===== src/hdl/gcm_pkg.sv =====
`timescale 1ns / 1ps

package gcm_pkg;

  localparam int unsigned KindW   = 2;
  localparam int unsigned StatusW = 3;
  localparam int unsigned FieldW  = 16;
  localparam int unsigned WideW   = 32;

  // input item kinds
  localparam logic [KindW-1:0] KIND_ADD    = 2'd0;
  localparam logic [KindW-1:0] KIND_CHANGE = 2'd1;
  localparam logic [KindW-1:0] KIND_CLEAR  = 2'd2;
  localparam logic [KindW-1:0] KIND_UNUSED = 2'd3;

  // result status codes
  localparam logic [StatusW-1:0] ST_COUNT    = 3'd0;
  localparam logic [StatusW-1:0] ST_CANNOT   = 3'd1;
  localparam logic [StatusW-1:0] ST_ADDED    = 3'd2;
  localparam logic [StatusW-1:0] ST_REJECTED = 3'd3;
  localparam logic [StatusW-1:0] ST_CLEARED  = 3'd4;
  localparam logic [StatusW-1:0] ST_EMPTY    = 3'd5;

endpackage


===== src/hdl/greedy_change_maker.sv =====
`timescale 1ns / 1ps

// greedy coin change over a sorted table of up to MAX_KINDS denominations.
// input item: s_axis_tuser_i is the kind (add, change, clear), s_axis_tdata_i
// the denomination or amount. s_axis_tready_o is high only while the block is
// idle; one item is worked at a time.
// add: the new value is moved into place from the end of the table, each shifted
// entry read and then moved up one slot, then one "added" or "rejected" result.
// clear: one "cleared" result.
// change: each stored denomination goes through the shared restoring divider
// while some amount is left, else it gets a count of zero without it; then
// one "cannot change" result, one "empty" result for an empty table and a zero
// amount, or one count per denomination, the final one with tlast set.
// results leave through an output register, so the sequencer runs ahead while
// one result waits; a stalled receiver (m_axis_tready_i low) holds that
// register and the sequencer waits at its next result.
// reset empties the table and drops any result not yet taken; table contents
// are not cleared, only the fill count.
module greedy_change_maker #(
  parameter int unsigned MAX_KINDS  = 16,
  parameter int unsigned VALUE_BITS = 16
) (
  input  logic        clk_i,
  input  logic        rst_ni,
  input  logic        s_axis_tvalid_i,
  output logic        s_axis_tready_o,
  input  logic [15:0] s_axis_tdata_i,   // [15:0] value
  input  logic [1:0]  s_axis_tuser_i,   // [1:0] kind
  output logic        m_axis_tvalid_o,
  input  logic        m_axis_tready_i,
  output logic [31:0] m_axis_tdata_o,   // [15:0] denomination, [31:16] coin_count
  output logic [2:0]  m_axis_tuser_o,   // [2:0] status
  output logic        m_axis_tlast_o
);

  localparam int unsigned VW = VALUE_BITS;
  localparam int unsigned AW = (MAX_KINDS > 1) ? $clog2(MAX_KINDS) : 1;
  localparam int unsigned UW = $clog2(MAX_KINDS + 1);
  localparam int unsigned FW = gcm_pkg::FieldW;
  localparam int unsigned SW = gcm_pkg::StatusW;

  localparam logic [3:0] S_IDLE     = 4'd0;
  localparam logic [3:0] S_ONE      = 4'd1;
  localparam logic [3:0] S_ADD_RD   = 4'd2;
  localparam logic [3:0] S_ADD_CMP  = 4'd3;
  localparam logic [3:0] S_CHG_RD   = 4'd4;
  localparam logic [3:0] S_CHG_DIV  = 4'd5;
  localparam logic [3:0] S_CHG_WAIT = 4'd6;
  localparam logic [3:0] S_EMIT_RD  = 4'd7;
  localparam logic [3:0] S_EMIT_OUT = 4'd8;

  logic [3:0]    state_q, state_d;
  logic [UW-1:0] used_q, used_d;
  logic [AW-1:0] idx_q, idx_d;
  logic [VW-1:0] value_q, value_d;
  logic [VW-1:0] rest_q, rest_d;
  logic [SW-1:0] res_status_q, res_status_d;
  logic [FW-1:0] res_den_q, res_den_d;

  logic          out_free;
  logic          out_load;
  logic [SW-1:0] out_status;
  logic [FW-1:0] out_den;
  logic [FW-1:0] out_cnt;
  logic          out_last;
  logic          m_valid_q;
  logic [SW-1:0] m_status_q;
  logic [FW-1:0] m_den_q;
  logic [FW-1:0] m_cnt_q;
  logic          m_last_q;

  logic          in_accept;
  logic [gcm_pkg::WideW-1:0] in_wide;
  logic [VW-1:0] in_value;
  logic [gcm_pkg::WideW-1:0] val_wide;
  logic [gcm_pkg::WideW-1:0] rd_wide;
  logic [gcm_pkg::WideW-1:0] quo_wide;

  logic          tbl_we, tbl_re;
  logic [AW-1:0] tbl_waddr, tbl_raddr;
  logic [VW-1:0] tbl_wdata, tbl_rdata;
  logic          cnt_we, cnt_re;
  logic [FW-1:0] cnt_wdata, cnt_rdata;

  logic          div_start, div_done;
  logic [VW-1:0] div_quo, div_rem;
  logic          idx_last;

  assign in_wide  = gcm_pkg::WideW'(s_axis_tdata_i);
  assign in_value = in_wide[VW-1:0];
  assign val_wide = gcm_pkg::WideW'(value_q);
  assign rd_wide  = gcm_pkg::WideW'(tbl_rdata);
  assign quo_wide = gcm_pkg::WideW'(div_quo);

  assign in_accept = s_axis_tvalid_i && s_axis_tready_o;
  assign s_axis_tready_o = (state_q == S_IDLE);
  assign out_free = !m_valid_q || m_axis_tready_i;
  assign idx_last = (UW'(idx_q) + UW'(1)) == used_q;

  gcm_ram #(.Width(VW), .Depth(MAX_KINDS)) u_table (
    .clk_i  (clk_i),
    .we_i   (tbl_we),
    .waddr_i(tbl_waddr),
    .wdata_i(tbl_wdata),
    .re_i   (tbl_re),
    .raddr_i(tbl_raddr),
    .rdata_o(tbl_rdata)
  );

  gcm_ram #(.Width(FW), .Depth(MAX_KINDS)) u_counts (
    .clk_i  (clk_i),
    .we_i   (cnt_we),
    .waddr_i(idx_q),
    .wdata_i(cnt_wdata),
    .re_i   (cnt_re),
    .raddr_i(idx_q),
    .rdata_o(cnt_rdata)
  );

  gcm_div #(.Width(VW)) u_div (
    .clk_i      (clk_i),
    .rst_ni     (rst_ni),
    .start_i    (div_start),
    .dividend_i (rest_q),
    .divisor_i  (tbl_rdata),
    .done_o     (div_done),
    .quotient_o (div_quo),
    .remainder_o(div_rem)
  );

  always_comb begin
    state_d      = state_q;
    used_d       = used_q;
    idx_d        = idx_q;
    value_d      = value_q;
    rest_d       = rest_q;
    res_status_d = res_status_q;
    res_den_d    = res_den_q;
    tbl_we       = 1'b0;
    tbl_waddr    = idx_q;
    tbl_wdata    = value_q;
    tbl_re       = 1'b0;
    tbl_raddr    = idx_q;
    cnt_we       = 1'b0;
    cnt_wdata    = '0;
    cnt_re       = 1'b0;
    div_start    = 1'b0;
    out_load     = 1'b0;
    out_status   = res_status_q;
    out_den      = res_den_q;
    out_cnt      = '0;
    out_last     = 1'b1;

    unique case (state_q)
      S_IDLE: begin
        if (in_accept) begin
          value_d   = in_value;
          rest_d    = in_value;
          idx_d     = '0;
          res_den_d = '0;
          state_d   = S_ONE;
          unique case (s_axis_tuser_i)
            gcm_pkg::KIND_ADD: begin
              if (in_value == '0 || used_q == UW'(MAX_KINDS)) begin
                res_status_d = gcm_pkg::ST_REJECTED;
              end else begin
                idx_d   = used_q[AW-1:0];
                state_d = S_ADD_RD;
              end
            end
            gcm_pkg::KIND_CHANGE: begin
              if (used_q != '0) begin
                state_d = S_CHG_RD;
              end else if (in_value == '0) begin
                res_status_d = gcm_pkg::ST_EMPTY;
              end else begin
                res_status_d = gcm_pkg::ST_CANNOT;
              end
            end
            gcm_pkg::KIND_CLEAR: begin
              used_d       = '0;
              res_status_d = gcm_pkg::ST_CLEARED;
            end
            gcm_pkg::KIND_UNUSED: begin
              res_status_d = gcm_pkg::ST_REJECTED;
            end
            default: begin
              res_status_d = gcm_pkg::ST_REJECTED;
            end
          endcase
        end
      end

      S_ONE: begin
        if (out_free) begin
          out_load = 1'b1;
          state_d  = S_IDLE;
        end
      end

      // insertion walks down from the end, moving smaller entries up one slot
      S_ADD_RD: begin
        if (idx_q == '0) begin
          tbl_we       = 1'b1;
          used_d       = used_q + UW'(1);
          res_status_d = gcm_pkg::ST_ADDED;
          res_den_d    = val_wide[FW-1:0];
          state_d      = S_ONE;
        end else begin
          tbl_re    = 1'b1;
          tbl_raddr = idx_q - AW'(1);
          state_d   = S_ADD_CMP;
        end
      end

      S_ADD_CMP: begin
        tbl_we = 1'b1;
        if (tbl_rdata < value_q) begin
          tbl_wdata = tbl_rdata;
          idx_d     = idx_q - AW'(1);
          state_d   = S_ADD_RD;
        end else begin
          used_d       = used_q + UW'(1);
          res_status_d = gcm_pkg::ST_ADDED;
          res_den_d    = val_wide[FW-1:0];
          state_d      = S_ONE;
        end
      end

      S_CHG_RD: begin
        tbl_re  = 1'b1;
        state_d = S_CHG_DIV;
      end

      S_CHG_DIV: begin
        if (rest_q == '0 || tbl_rdata == '0) begin
          // nothing left to split: zero pieces of this denomination
          cnt_we = 1'b1;
          if (idx_last) begin
            idx_d   = '0;
            state_d = S_EMIT_RD;
          end else begin
            idx_d   = idx_q + AW'(1);
            state_d = S_CHG_RD;
          end
        end else begin
          div_start = 1'b1;
          state_d   = S_CHG_WAIT;
        end
      end

      S_CHG_WAIT: begin
        if (div_done) begin
          cnt_we    = 1'b1;
          cnt_wdata = quo_wide[FW-1:0];
          rest_d    = div_rem;
          if (!idx_last) begin
            idx_d   = idx_q + AW'(1);
            state_d = S_CHG_RD;
          end else if (div_rem != '0) begin
            res_status_d = gcm_pkg::ST_CANNOT;
            state_d      = S_ONE;
          end else begin
            idx_d   = '0;
            state_d = S_EMIT_RD;
          end
        end
      end

      S_EMIT_RD: begin
        tbl_re  = 1'b1;
        cnt_re  = 1'b1;
        state_d = S_EMIT_OUT;
      end

      S_EMIT_OUT: begin
        out_status = gcm_pkg::ST_COUNT;
        out_den    = rd_wide[FW-1:0];
        out_cnt    = cnt_rdata;
        out_last   = idx_last;
        if (out_free) begin
          out_load = 1'b1;
          if (idx_last) begin
            state_d = S_IDLE;
          end else begin
            idx_d   = idx_q + AW'(1);
            state_d = S_EMIT_RD;
          end
        end
      end

      default: begin
        state_d = S_IDLE;
      end
    endcase
  end

  always_ff @(posedge clk_i or negedge rst_ni) begin
    if (!rst_ni) begin
      state_q   <= S_IDLE;
      used_q    <= '0;
      idx_q     <= '0;
      m_valid_q <= 1'b0;
    end else begin
      state_q <= state_d;
      used_q  <= used_d;
      idx_q   <= idx_d;
      if (out_load) begin
        m_valid_q <= 1'b1;
      end else if (m_axis_tready_i) begin
        m_valid_q <= 1'b0;
      end
    end
  end

  always_ff @(posedge clk_i) begin
    value_q      <= value_d;
    rest_q       <= rest_d;
    res_status_q <= res_status_d;
    res_den_q    <= res_den_d;
    if (out_load) begin
      m_status_q <= out_status;
      m_den_q    <= out_den;
      m_cnt_q    <= out_cnt;
      m_last_q   <= out_last;
    end
  end

  assign m_axis_tvalid_o = m_valid_q;
  assign m_axis_tdata_o  = {m_cnt_q, m_den_q};
  assign m_axis_tuser_o  = m_status_q;
  assign m_axis_tlast_o  = m_last_q;

  a_used_bound: assert property (@(posedge clk_i) disable iff (!rst_ni)
    used_q <= UW'(MAX_KINDS))
    else $error("table fill count above capacity");

  a_no_overwrite: assert property (@(posedge clk_i) disable iff (!rst_ni)
    out_load |-> (!m_valid_q || m_axis_tready_i))
    else $error("output register overwritten while holding an item");

  a_div_done_wait: assert property (@(posedge clk_i) disable iff (!rst_ni)
    div_done |-> (state_q == S_CHG_WAIT))
    else $error("divider finished outside of a change request");

  a_start_idle_div: assert property (@(posedge clk_i) disable iff (!rst_ni)
    div_start |=> (state_q == S_CHG_WAIT && !div_done))
    else $error("divider started but sequencer not waiting");

endmodule


===== src/hdl/gcm_ram.sv =====
`timescale 1ns / 1ps

module gcm_ram #(
  parameter int unsigned Width = 16,
  parameter int unsigned Depth = 16,
  localparam int unsigned AddrW = (Depth > 1) ? $clog2(Depth) : 1
) (
  input  logic             clk_i,
  input  logic             we_i,
  input  logic [AddrW-1:0] waddr_i,
  input  logic [Width-1:0] wdata_i,
  input  logic             re_i,
  input  logic [AddrW-1:0] raddr_i,
  output logic [Width-1:0] rdata_o
);

  logic [Width-1:0] mem_q [Depth];
  logic [Width-1:0] rdata_q;

  always_ff @(posedge clk_i) begin
    if (we_i) begin
      mem_q[waddr_i] <= wdata_i;
    end
    if (re_i) begin
      rdata_q <= mem_q[raddr_i];
    end
  end

  assign rdata_o = rdata_q;

endmodule


===== src/hdl/gcm_div.sv =====
`timescale 1ns / 1ps

// restoring divider, one quotient bit per cycle
module gcm_div #(
  parameter int unsigned Width = 16
) (
  input  logic             clk_i,
  input  logic             rst_ni,
  input  logic             start_i,
  input  logic [Width-1:0] dividend_i,
  input  logic [Width-1:0] divisor_i,
  output logic             done_o,
  output logic [Width-1:0] quotient_o,
  output logic [Width-1:0] remainder_o
);

  localparam int unsigned CntW = $clog2(Width + 1);

  logic [Width-1:0] rem_q, rem_d;
  logic [Width-1:0] quo_q, quo_d;
  logic [Width-1:0] dvs_q;
  logic [CntW-1:0]  cnt_q, cnt_d;
  logic             busy_q, busy_d;
  logic             done_q, done_d;
  logic [Width:0]   shifted;
  logic [Width:0]   diff;

  assign shifted = {rem_q, quo_q[Width-1]};
  assign diff    = shifted - {1'b0, dvs_q};

  always_comb begin
    rem_d  = rem_q;
    quo_d  = quo_q;
    cnt_d  = cnt_q;
    busy_d = busy_q;
    done_d = 1'b0;
    if (start_i) begin
      rem_d  = '0;
      quo_d  = dividend_i;
      cnt_d  = CntW'(Width);
      busy_d = 1'b1;
    end else if (busy_q) begin
      // borrow out means the trial subtraction failed
      if (!diff[Width]) begin
        rem_d = diff[Width-1:0];
        quo_d = {quo_q[Width-2:0], 1'b1};
      end else begin
        rem_d = shifted[Width-1:0];
        quo_d = {quo_q[Width-2:0], 1'b0};
      end
      cnt_d = cnt_q - CntW'(1);
      if (cnt_q == CntW'(1)) begin
        busy_d = 1'b0;
        done_d = 1'b1;
      end
    end
  end

  always_ff @(posedge clk_i or negedge rst_ni) begin
    if (!rst_ni) begin
      busy_q <= 1'b0;
      done_q <= 1'b0;
      cnt_q  <= '0;
    end else begin
      busy_q <= busy_d;
      done_q <= done_d;
      cnt_q  <= cnt_d;
    end
  end

  always_ff @(posedge clk_i) begin
    rem_q <= rem_d;
    quo_q <= quo_d;
    if (start_i) begin
      dvs_q <= divisor_i;
    end
  end

  assign done_o      = done_q;
  assign quotient_o  = quo_q;
  assign remainder_o = rem_q;

endmodule

===== config.mk =====
export PLATFORM = sky130hd
export DESIGN_NAME = greedy_change_maker
export DESIGN_NICKNAME = d
export VERILOG_FILES = /design/src/hdl/gcm_pkg.sv /design/src/hdl/greedy_change_maker.sv /design/src/hdl/gcm_ram.sv /design/src/hdl/gcm_div.sv
export SDC_FILE = /design/constraint.sdc
export NUM_CORES = 1
export LEC_CHECK = 0
export BUFFER_PORTS_ARGS = -buffer_cell sky130_fd_sc_hd__buf_2
export CAP_MARGIN = 40
export CORE_UTILIZATION = 51
export DETAILED_ROUTE_END_ITERATION = 10
export PLACE_DENSITY_LB_ADDON = 0.12
export SKIP_CTS_REPAIR_TIMING = 1
export SLEW_MARGIN = 5
export SYNTH_ARGS = -nofsm -noshare
export SYNTH_HDL_FRONTEND = slang
export SYNTH_HIERARCHICAL = 1
export SYNTH_SLANG_ARGS = --single-unit

===== constraint.sdc =====
create_clock -name clk_i -period 5.1 [get_ports clk_i]
set_input_delay 1.53 -clock clk_i [delete_from_list [all_inputs] [get_ports clk_i]]
set_output_delay 1.53 -clock clk_i [all_outputs]
set_load 0.005 [all_outputs]

### After elaboration in Yosys (flattened, before gate mapping)

Memories as Yosys holds them, arrays and structs flattened. A register that Yosys moved wholly into a read port is not among the register bits.
Cells that the tools add are included.

| operators by class | value |
|---|---|
| eq/ne operators | 29 |
| divide/modulo/power cells | 0 |
| reductions and logical operators | 28 |
| multiply operators | 0 |
| order comparisons | 1 |
| add/subtract/negate cells | 6 |
| shift operators | 0 |
| bitwise gates (word level) | 0 |
| multiplexer cells | 87 |

Operator list:

| cell | count |
|---|---|
| 2-to-1 mux 16 bit | 13 |
| 2-to-1 mux 4 bit | 18 |
| zero test 16 bit | 3 |
| one-hot mux 16 bit (3 select lines) | 1 |
| 2-to-1 mux 3 bit | 13 |
| one-hot mux 4 bit (9 select lines) | 1 |
| one-hot mux 16 bit (2 select lines) | 1 |
| 2-to-1 mux 5 bit | 6 |
| one-hot mux 3 bit (4 select lines) | 2 |
| 2-to-1 mux 1 bit | 22 |
| one-hot mux 4 bit (5 select lines) | 1 |
| inequality test 2 bit, second input constant | 9 |
| subtractor 17 x 16 -> 17 bit | 1 |
| equality test 4 x 3 -> 1 bit, second input constant | 4 |
| < comparator 16 bit | 1 |
| nonzero test 16 bit | 1 |
| one-hot mux 5 bit (3 select lines) | 1 |
| nonzero test 5 bit | 2 |
| inequality test 3 bit, second input constant | 3 |
| AND reduction 9 bit | 1 |
| equality test 4 x 2 -> 1 bit, second input constant | 2 |
| zero test 4 bit | 2 |
| 2-to-1 mux 2 bit | 4 |
| AND reduction 4 bit | 2 |
| 27 further kinds | 37 |

| storage, ports and cells | value |
|---|---|
| latch bits | 0 |
| memory bits (writable) | 512 |
| output and inout bits | 38 |
| bits in read-only memories | 0 |
| register bits after elaboration | 156 |
| input bits | 22 |
| memories kept | 2 |

Memory list:

| name | depth | width | rd ports | clocked after memory_dff | write ports | RTL line | text |
|---|---|---|---|---|---|---|---|
| u_counts.mem_q | 16 | 16 | 1 | 1 | 1 | gcm_ram.sv:17 | `logic [Width-1:0] mem_q [Depth];` |
| u_table.mem_q | 16 | 16 | 1 | 1 | 1 | gcm_ram.sv:17 |  |

### Depth between registers and ports, before layout

Gate-level depths: netlist (run 1).

| depth | value |
|---|---|
| depth in word-level cells | 6 |
| depth in mapped cells | 12 |
| gate-level depth less buffers | 10 |

### Cells and area by module

The synthesis (run 1) kept the hierarchy.

By module, submodules not included:

| module | sequential area each (um^2) | instances | area an instance (um^2) | cells each |
|---|---|---|---|---|
| gcm_ram (u_counts) | 8167.8 | 1 | 10203.5 | 432 |
| gcm_ram (u_table) | 8167.8 | 1 | 10202.3 | 432 |
| greedy_change_maker | 2962.8 | 1 | 5720.5 | 522 |
| gcm_div | 1456.4 | 1 | 3161.8 | 296 |

### Least setup slack after synthesis (run 1)

OpenSTA, ideal clock, no wires.

| path | value |
|---|---|
| path kind | reg-to-reg |
| from | register idx_q[0] |
| to | memory u_table.mem_q[0][0], enable pin |
| stages on the path, launching flop included | 9 |
| arrival | 3.327 ns |
| path slack | 1.364 ns |
| path buffers | 1 |
| required time | 4.691 ns |
| path through | dfrtp_1 clkbuf_8 inv_1 ha_1 nor3b_1 o21ai_0 inv_1 or3b_2 nor3_1 |

| on the way | value |
|---|---|
| word-level cells in the longest chain between the ends | 5 |

RTL lines:

| item | RTL line | text |
|---|---|---|
| from (decl) | greedy_change_maker.sv:54 | `logic [AW-1:0] idx_q, idx_d;` |
| from (signal assigned) | greedy_change_maker.sv:307 | `idx_q <= idx_d;` |
| zero test 4 bit | greedy_change_maker.sv:203 | `if (idx_q == '0) begin` |
| 2-to-1 mux 1 bit | greedy_change_maker.sv:203 |  |
| one-hot mux 1 bit (2 select lines) | greedy_change_maker.sv:154 | `unique case (state_q)` |
| named net tbl_we | greedy_change_maker.sv:79 | `logic tbl_we, tbl_re;` |
| 2-to-1 mux 1 bit | gcm_ram.sv:21 | `if (we_i) begin` |
| 2-to-1 mux 1 bit (not written as such) | gcm_ram.sv:22 | `mem_q[waddr_i] <= wdata_i;` |
| to (decl) | gcm_ram.sv:17 |  |

The timed path passes the listed nets, and every way through them passes these cells.

### Worst setup path after layout (run 1)

| path | value |
|---|---|
| from | register idx_q[0] |
| to | register u_table.rdata_q[11], in the netlist u_table/rdata_o[11] (read register of u_table.mem_q) (data pin) |

| on the way | value |
|---|---|
| word-level cells in the longest chain between the ends | 3 |

RTL lines:

| item | RTL line | text |
|---|---|---|
| subtractor 4 x 1 -> 4 bit / zero test 4 bit (equally long branches) | greedy_change_maker.sv:211, greedy_change_maker.sv:203 |  |
| 2-to-1 mux 4 bit | greedy_change_maker.sv:203 |  |
| 2-to-1 mux 4 bit * | greedy_change_maker.sv:154 |  |
| named net tbl_raddr[0] | greedy_change_maker.sv:80 | `logic [AW-1:0] tbl_waddr, tbl_raddr;` |
| to (decl) | gcm_ram.sv:18 | `logic [Width-1:0] rdata_q;` |

Mark *: on every way through the listed nets, which the timed path passes. The rest lies on a longest branch.
A chain may end at the register's enable or synchronous reset.

==> flow_summary.ini, run 1 <==
[outcome]
status = completed

[worst_setup_path]
crit_fanout = 64
reg2reg_depth = 9
path_cells = inv_1 -> ha_1 -> nor3b_1 -> nor3_2 -> xnor2_2 -> buf_12 -> mux4_1 -> a22oi_1 -> nand2_1
cp_slowest_cell = dfrtp_4
r2r-end = u_table/rdata_o[11]$_DFFE_PP_
crit_path_start_kind = flip-flop
critPathTopFamily = flip-flops
cp.arrival_ps = 4240
crit_type = flip-flop to flip-flop
worst_path_largest_cell_delay_ps = 860
reg2reg_slack_ps = 1220
critPathRequiredTime_ps = 5460
reg2reg_from = idx_q[0]$_DFFE_PN0P_
end_kind = flip-flop
cp_num_buf_inv = 2

[place]
place_hpwl_mm = 41.3
port_buffers = 59
place.gp.congestion = 0.876

[worst_hold_path]
hold_path.class = flip-flop to flip-flop
hold_end = m_den_q[5]$_DFFE_PP_
min_from = res_den_q[5]$_SDFFCE_PP0P_
min_delay_path_depth = 2

[grt]
grt_max_degree = 65
grt_pass1_vias = 15900
grt_overflow = 0
grt_util_all_layers_pct = 23.5
antenna_found_initial = 3
grt_pass1_wl_mm = 101

[yosys]
syn_area_um2 = 29300
synth_seq_area_share_pct = 70.9
synth-async-reset-ratio_pct = 3.00
yosysWarnings = 6
ys_ff_latch = 700
synth_flop_cell = edfxtp_1
ys_types = 91
avgSynthCellArea_um2 = 17.4
synth_nets = 1746
syn_inst = 1682
synth_edf_count = 663

[timing]
fin_crit_ps = 3880
maxSlewViolCount = 0
finalClockSkew_ps = 27.7
hold_viol = 0
setup_viol = 0
whs_ps = 515
tns_ps = 0
clock.fmax_mhz = 258
maxSlewHeadroom_pct = 42.4
worst_pin_slew_ps = 864
rsz0062_at_grt = no
min_period_over_period_pct = 76.1

[clock_network]
cts.sinks = 700
cts_max_level = 3
cts_buffers = 72
cts_tree = built
cts_root_buf = clkbuf_16
clockBufferDepth = 3
clk_pin_slew_worst_paths_ps = 60
clock_latency_ps = 620

[route]
detail-route-antenna-nets = 0
routed_via_density = 6.07
drt_iter0_drc = 1379
wl_per_cell_um = 26.0
drt-pass1-iter-count = 5
drcViolationCount = 0
drt-total-wl_mm = 67.6
vias = 15800

[die]
fp.dieW_um = 242
core-area_um2 = 56600
fp.dieH_um = 242
row_count = 87
start_util_pct = 51.7
dieArea_um2 = 58400
io_pins = 60

[power]
combPwrFrac_pct = 25.0
p_switching_mw = 5.44
powerDensity_nw_per_um2 = 532
swShare_pct = 31.0
p_seq_share_pct = 45.4
vdd_drop_max_uv = 354
p_clk_share_pct = 29.5
p_int_mw = 12.1
p_leak_nw = 10.8

[layout]
mostFrequentLayoutCells = 663 x edfxtp_1, 134 x nand2_1, 108 x mux4_2, 74 x clkbuf_16, 65 x a22oi_1
finalNetCount = 1851
drive_above_1_share_pct = 23.7
final_common_cell = edfxtp_1
reg_top3 = u_counts/mem_q x256, u_table/mem_q x256
area_growth_pct = 12.8

[run]
max_cap_violations = 0
-- metal layers --
layer / routed length (um) / vias up / track usage, %
met5: 0 / - / 0
met4: 1680 / 0 / 7.66
met3: 3780 / 107 / 3.57
met2: 32700 / 508 / 37.5
met1: 29400 / 8228 / 33.5
li1: - / 6930 / -
-- cell usage after synthesis (21+ instances only) --
library cell,number,share of area (%)
inv_1,57,0.73
nor2_1,88,1.1
edfxtp_1,663,68
clkbuf_1,41,0.53
ha_1,41,1.8
nand2_1,134,1.7
nor3_1,26,0.44
mux2_2,38,1.5
o21ai_0,21,0.36
and2_1,22,0.47
a21oi_1,25,0.43
mux4_2,108,8.3
a22oi_1,65,1.7
dfrtp_1,21,1.8
-- cell families after synthesis --
logic type	count (synthesis)	synth area share (%)
compound gates	200	5.15
mux	184	12.2
buf+inv	142	2.44
flops	700	70.9
simple gates	389	6.66
fa+ha+maj	42	1.82
xor+xnor	25	0.837
-- through the flow --
step	cells	utilization (%)	instance area, um2	setup WS (ps)	power [mW]
CTS	2597	58.3	33000	1160	17.7
detailed placement	2469	54.2	30700	1190	12.5
floorplan	1682	-	29300	1360	11.0
global route	2598	58.3	33000	943	18.3
finish	2598	58.3	33000	1220	17.6
global placement	2465	54.1	30600	1230	12.4
-- layout make-up --
| type | count | area (um2) |
|---|---|---|
| antenna | 1 | 2.50 |
| timing repair buffer | 116 | 805 |
| inverter | 57 | 214 |
| clock buffer | 98 | 1960 |
| multi-input combinational | 840 | 7980 |
| sequential | 700 | 20800 |
| clock inverter | 30 | 354 |
| fill | 4219 | 23600 |
| tap | 756 | 946 |
-- worst reg2reg max path, delay by kind of cell, from the launching register on --
| family | cells | cell delay [ps] |
|---|---|---|
| buffers and inverters | 2 | 660 |
| AOI/OAI and AO/OA | 1 | 200 |
| DFF | 1 | 860 |
| and+or+nand+nor | 3 | 710 |
| adders and majority gates | 1 | 310 |
| xor gates and xnor gates | 1 | 200 |
| muxes | 1 | 700 |
-- power by group through the flow --
stage	Sequential [mW]	Combinational, mW	Clock [mW]
after CTS	7.97	4.42	5.29
after floorplan	7.69	3.33	0
after detailed placement	8.08	4.40	0
after global routing	8.04	4.80	5.49
after global placement	8.07	4.30	0
final	7.98	4.39	5.19
-- worst max path at each step --
stage / start / end / slack, ps / cells past startpoint
floorplan: idx_q[0]$_DFFE_PN0P_ / u_table/mem_q[0][0]$_DFFE_PP_ / 1360 / 8
global placement: idx_q[0]$_DFFE_PN0P_ / u_table/rdata_o[9]$_DFFE_PP_ / 1230 / 9
detailed placement: idx_q[0]$_DFFE_PN0P_ / u_table/rdata_o[0]$_DFFE_PP_ / 1190 / 9
CTS: idx_q[0]$_DFFE_PN0P_ / u_table/rdata_o[0]$_DFFE_PP_ / 1160 / 9
global route: idx_q[0]$_DFFE_PN0P_ / u_table/rdata_o[11]$_DFFE_PP_ / 940 / 9
finish: idx_q[0]$_DFFE_PN0P_ / u_table/rdata_o[11]$_DFFE_PP_ / 1220 / 9
Note: power is estimated with default switching activity, not from simulation.
==> inputs of run 2 (changes only) <==
- ABC_AREA: default -> 1
- clock period: 5.1 -> 3.9 ns (I/O delays scaled with it)
==> flow_summary.ini, run 2 <==
[outcome]
status = completed

[timing]
fin_crit_ps = 3100
maxSlewHeadroom_pct = 43.5
clock.fmax_mhz = 323
setup_slack_ps = 804
hold_viol = 0
tns_ps = 0
setup_viol = 0
min_period_over_period_pct = 79.4
finalClockSkew_ps = 31.0
maxSlewViolCount = 0
rsz0062_at_grt = no
worst_pin_slew_ps = 848

[die]
core-area_um2 = 61900
fp.dieW_um = 253
start_util_pct = 51.8
dieArea_um2 = 63900
row_count = 91
fp.dieH_um = 253
io_pins = 60

[yosys]
yosys-top-cells-area = edfxtp_1 62%, nand2_1 13%, nand3_1 6.9%
ys_ff_latch = 700
yosysMostFrequentCell = nand2_1
syn_area_um2 = 32100
synth_seq_area_share_pct = 64.7
synth.cells.most_frequent = 1,108 x nand2_1, 663 x edfxtp_1, 560 x inv_1, 443 x nand3_1, 168 x nor2_1
ys_types = 38
avgSynthCellArea_um2 = 9.67
syn_inst = 3317
yosysTopAreaCellShare_pct = 62.0
yosysWarnings = 6
synth_edf_count = 663
synth_flop_cell = edfxtp_1
synth_nets = 3381
synth_top_area_cell = edfxtp_1
synth-async-reset-ratio_pct = 3.00

[worst_hold_path]
min_delay_path_depth = 1
min_from = u_div/cnt_q[3]$_DFFE_PN0P_
hold_end = u_div/cnt_q[3]$_DFFE_PN0P_
hold_path.class = flip-flop to flip-flop

[route]
routed_via_density = 5.20
wl_per_cell_um = 18.7
detail-route-antenna-nets = 0
drt-pass1-iter-count = 6
vias = 22500
drcViolationCount = 0
drt-total-wl_mm = 81.1
drt_iter0_drc = 2183

[power]
p_int_mw = 15.9
p_leak_nw = 15.8
p_seq_share_pct = 39.1
combPwrFrac_pct = 32.8
p_clk_share_pct = 28.1
swShare_pct = 36.6
p_switching_mw = 9.20
powerDensity_nw_per_um2 = 693
vdd_drop_max_uv = 480

[worst_setup_path]
crit_type = flip-flop to flip-flop
r2r-end = u_table/rdata_o[0]$_DFFE_PP_
startpoint = idx_q[0]$_DFFE_PN0P_
reg2reg_from = idx_q[0]$_DFFE_PN0P_
end_kind = flip-flop
reg2reg_slack_ps = 800
worst-path-stages = 13
cp.arrival_ps = 3470
critPathTopFamily = simple AND/OR/NAND/NOR gates
cp_slowest_cell = dfrtp_4
worst_path_largest_cell_delay_ps = 470
crit_fanout = 52
reg2reg_depth = 13
worst_path_most_repeated_cell = nand2_1
path_cells = inv_2 -> ha_1 -> nand3_1 -> nand2_1 -> xor2_4 -> clkinv_2 -> buf_12 -> nand2_1 -> nand2_1 -> nand2_1 -> nand3_1 -> nand3_1 -> nand2_1
critPathRequiredTime_ps = 4270
crit_path_start_kind = flip-flop
cp_num_buf_inv = 3

[place]
place_hpwl_mm = 51.2
place_area_um2 = 33800
port_buffers = 59
post-place-ws_ps = 814
place.gp.congestion = 0.899

[layout]
multiInputGateArea_um2 = 8530
fin_util_pct = 58.5
antennaDiodeCount = 0
area_growth_pct = 12.9
mostFrequentLayoutCells = 1,108 x nand2_1, 663 x edfxtp_1, 560 x inv_1, 443 x nand3_1, 136 x nor2_1
final_common_cell = nand2_1
drive_above_1_share_pct = 10.0
nFillCells = 5307
design_area_um2 = 36200
finalNetCount = 3493
seq_area_um2 = 20800
reg_top3 = u_counts/mem_q x256, u_table/mem_q x256

[grt]
grt_max_degree = 129
grt_pass1_wl_mm = 124
grt_overflow = 0
grt_util_all_layers_pct = 25.7
antenna_found_initial = 0
grt_pass1_vias = 21600

[clock_network]
cts_root_buf = clkbuf_16
clockBufferDepth = 3
cts.sinks = 700
cts_buffers = 75
clk_pin_slew_worst_paths_ps = 60
clock_latency_ps = 630
cts_tree = built
cts_max_level = 3

[run]
max_cap_violations = 0
==> run 2: how the worst max path moves through the flow <==
stage / to / slack, ps
after floorplan: m_axis_tlast_o$_SDFFCE_PN1P_ / 720
after global placement: u_table/mem_q[1][13]$_DFFE_PP_ / 790
after detailed placement: u_table/rdata_o[0]$_DFFE_PP_ / 810
after CTS: u_table/rdata_o[0]$_DFFE_PP_ / 800
after global routing: u_table/rdata_o[0]$_DFFE_PP_ / 560
final: u_table/rdata_o[0]$_DFFE_PP_ / 800
==> run 2: power by group through the flow <==
stage	registers (mW)	logic (mW)	clock network, mW
after floorplan	9.88	5.68	0
after global placement	9.97	8.01	0
after detailed placement	9.98	8.20	0
after CTS	9.82	8.26	7.20
after global routing	9.89	9.16	7.46
final	9.83	8.24	7.06
==> run 2: metal layers <==
layer,share of wire (%),vias up,routed length (um),track usage [%]
met3,7.2,160,5850,4.67
met4,3.4,0,2720,9.85
met2,46,802,37500,40.3
li1,-,10900,-,-
met5,0,-,0,0
met1,43,10700,35000,35.8
==> run 2: cells by family (layout without fill, tap and decap cells) <==
| family | Yosys count | in the layout | synth area share [%] |
|---|---|---|---|
| AO/OA/AOI/OAI | 84 | 84 | 1.35 |
| XOR/XNOR | 12 | 12 | 0.328 |
| adder cells (fa/ha/maj) | 42 | 42 | 1.66 |
| buffers and inverters | 712 | 884 | 9.16 |
| flip-flops | 700 | 700 | 64.7 |
| AND/OR/NAND/NOR | 1767 | 1767 | 22.8 |
==> run 2: layout make-up <==
type	count	area share, %
sequential	700	57.3
multi-input combinational	1905	23.5
inverter	581	6.02
clock buffer	88	5.37
timing repair buffer	166	3.53
tap	837	2.89
clock inverter	49	1.35
==> run 2: through the flow <==
step	instances	hold slack, ps	power (mW)
after detailed placement	4189	476	18.2
after global placement	4166	455	18.0
after floorplan	3317	436	15.6
after CTS	4326	482	25.3
final	4326	481	25.1
after global routing	4326	510	26.5
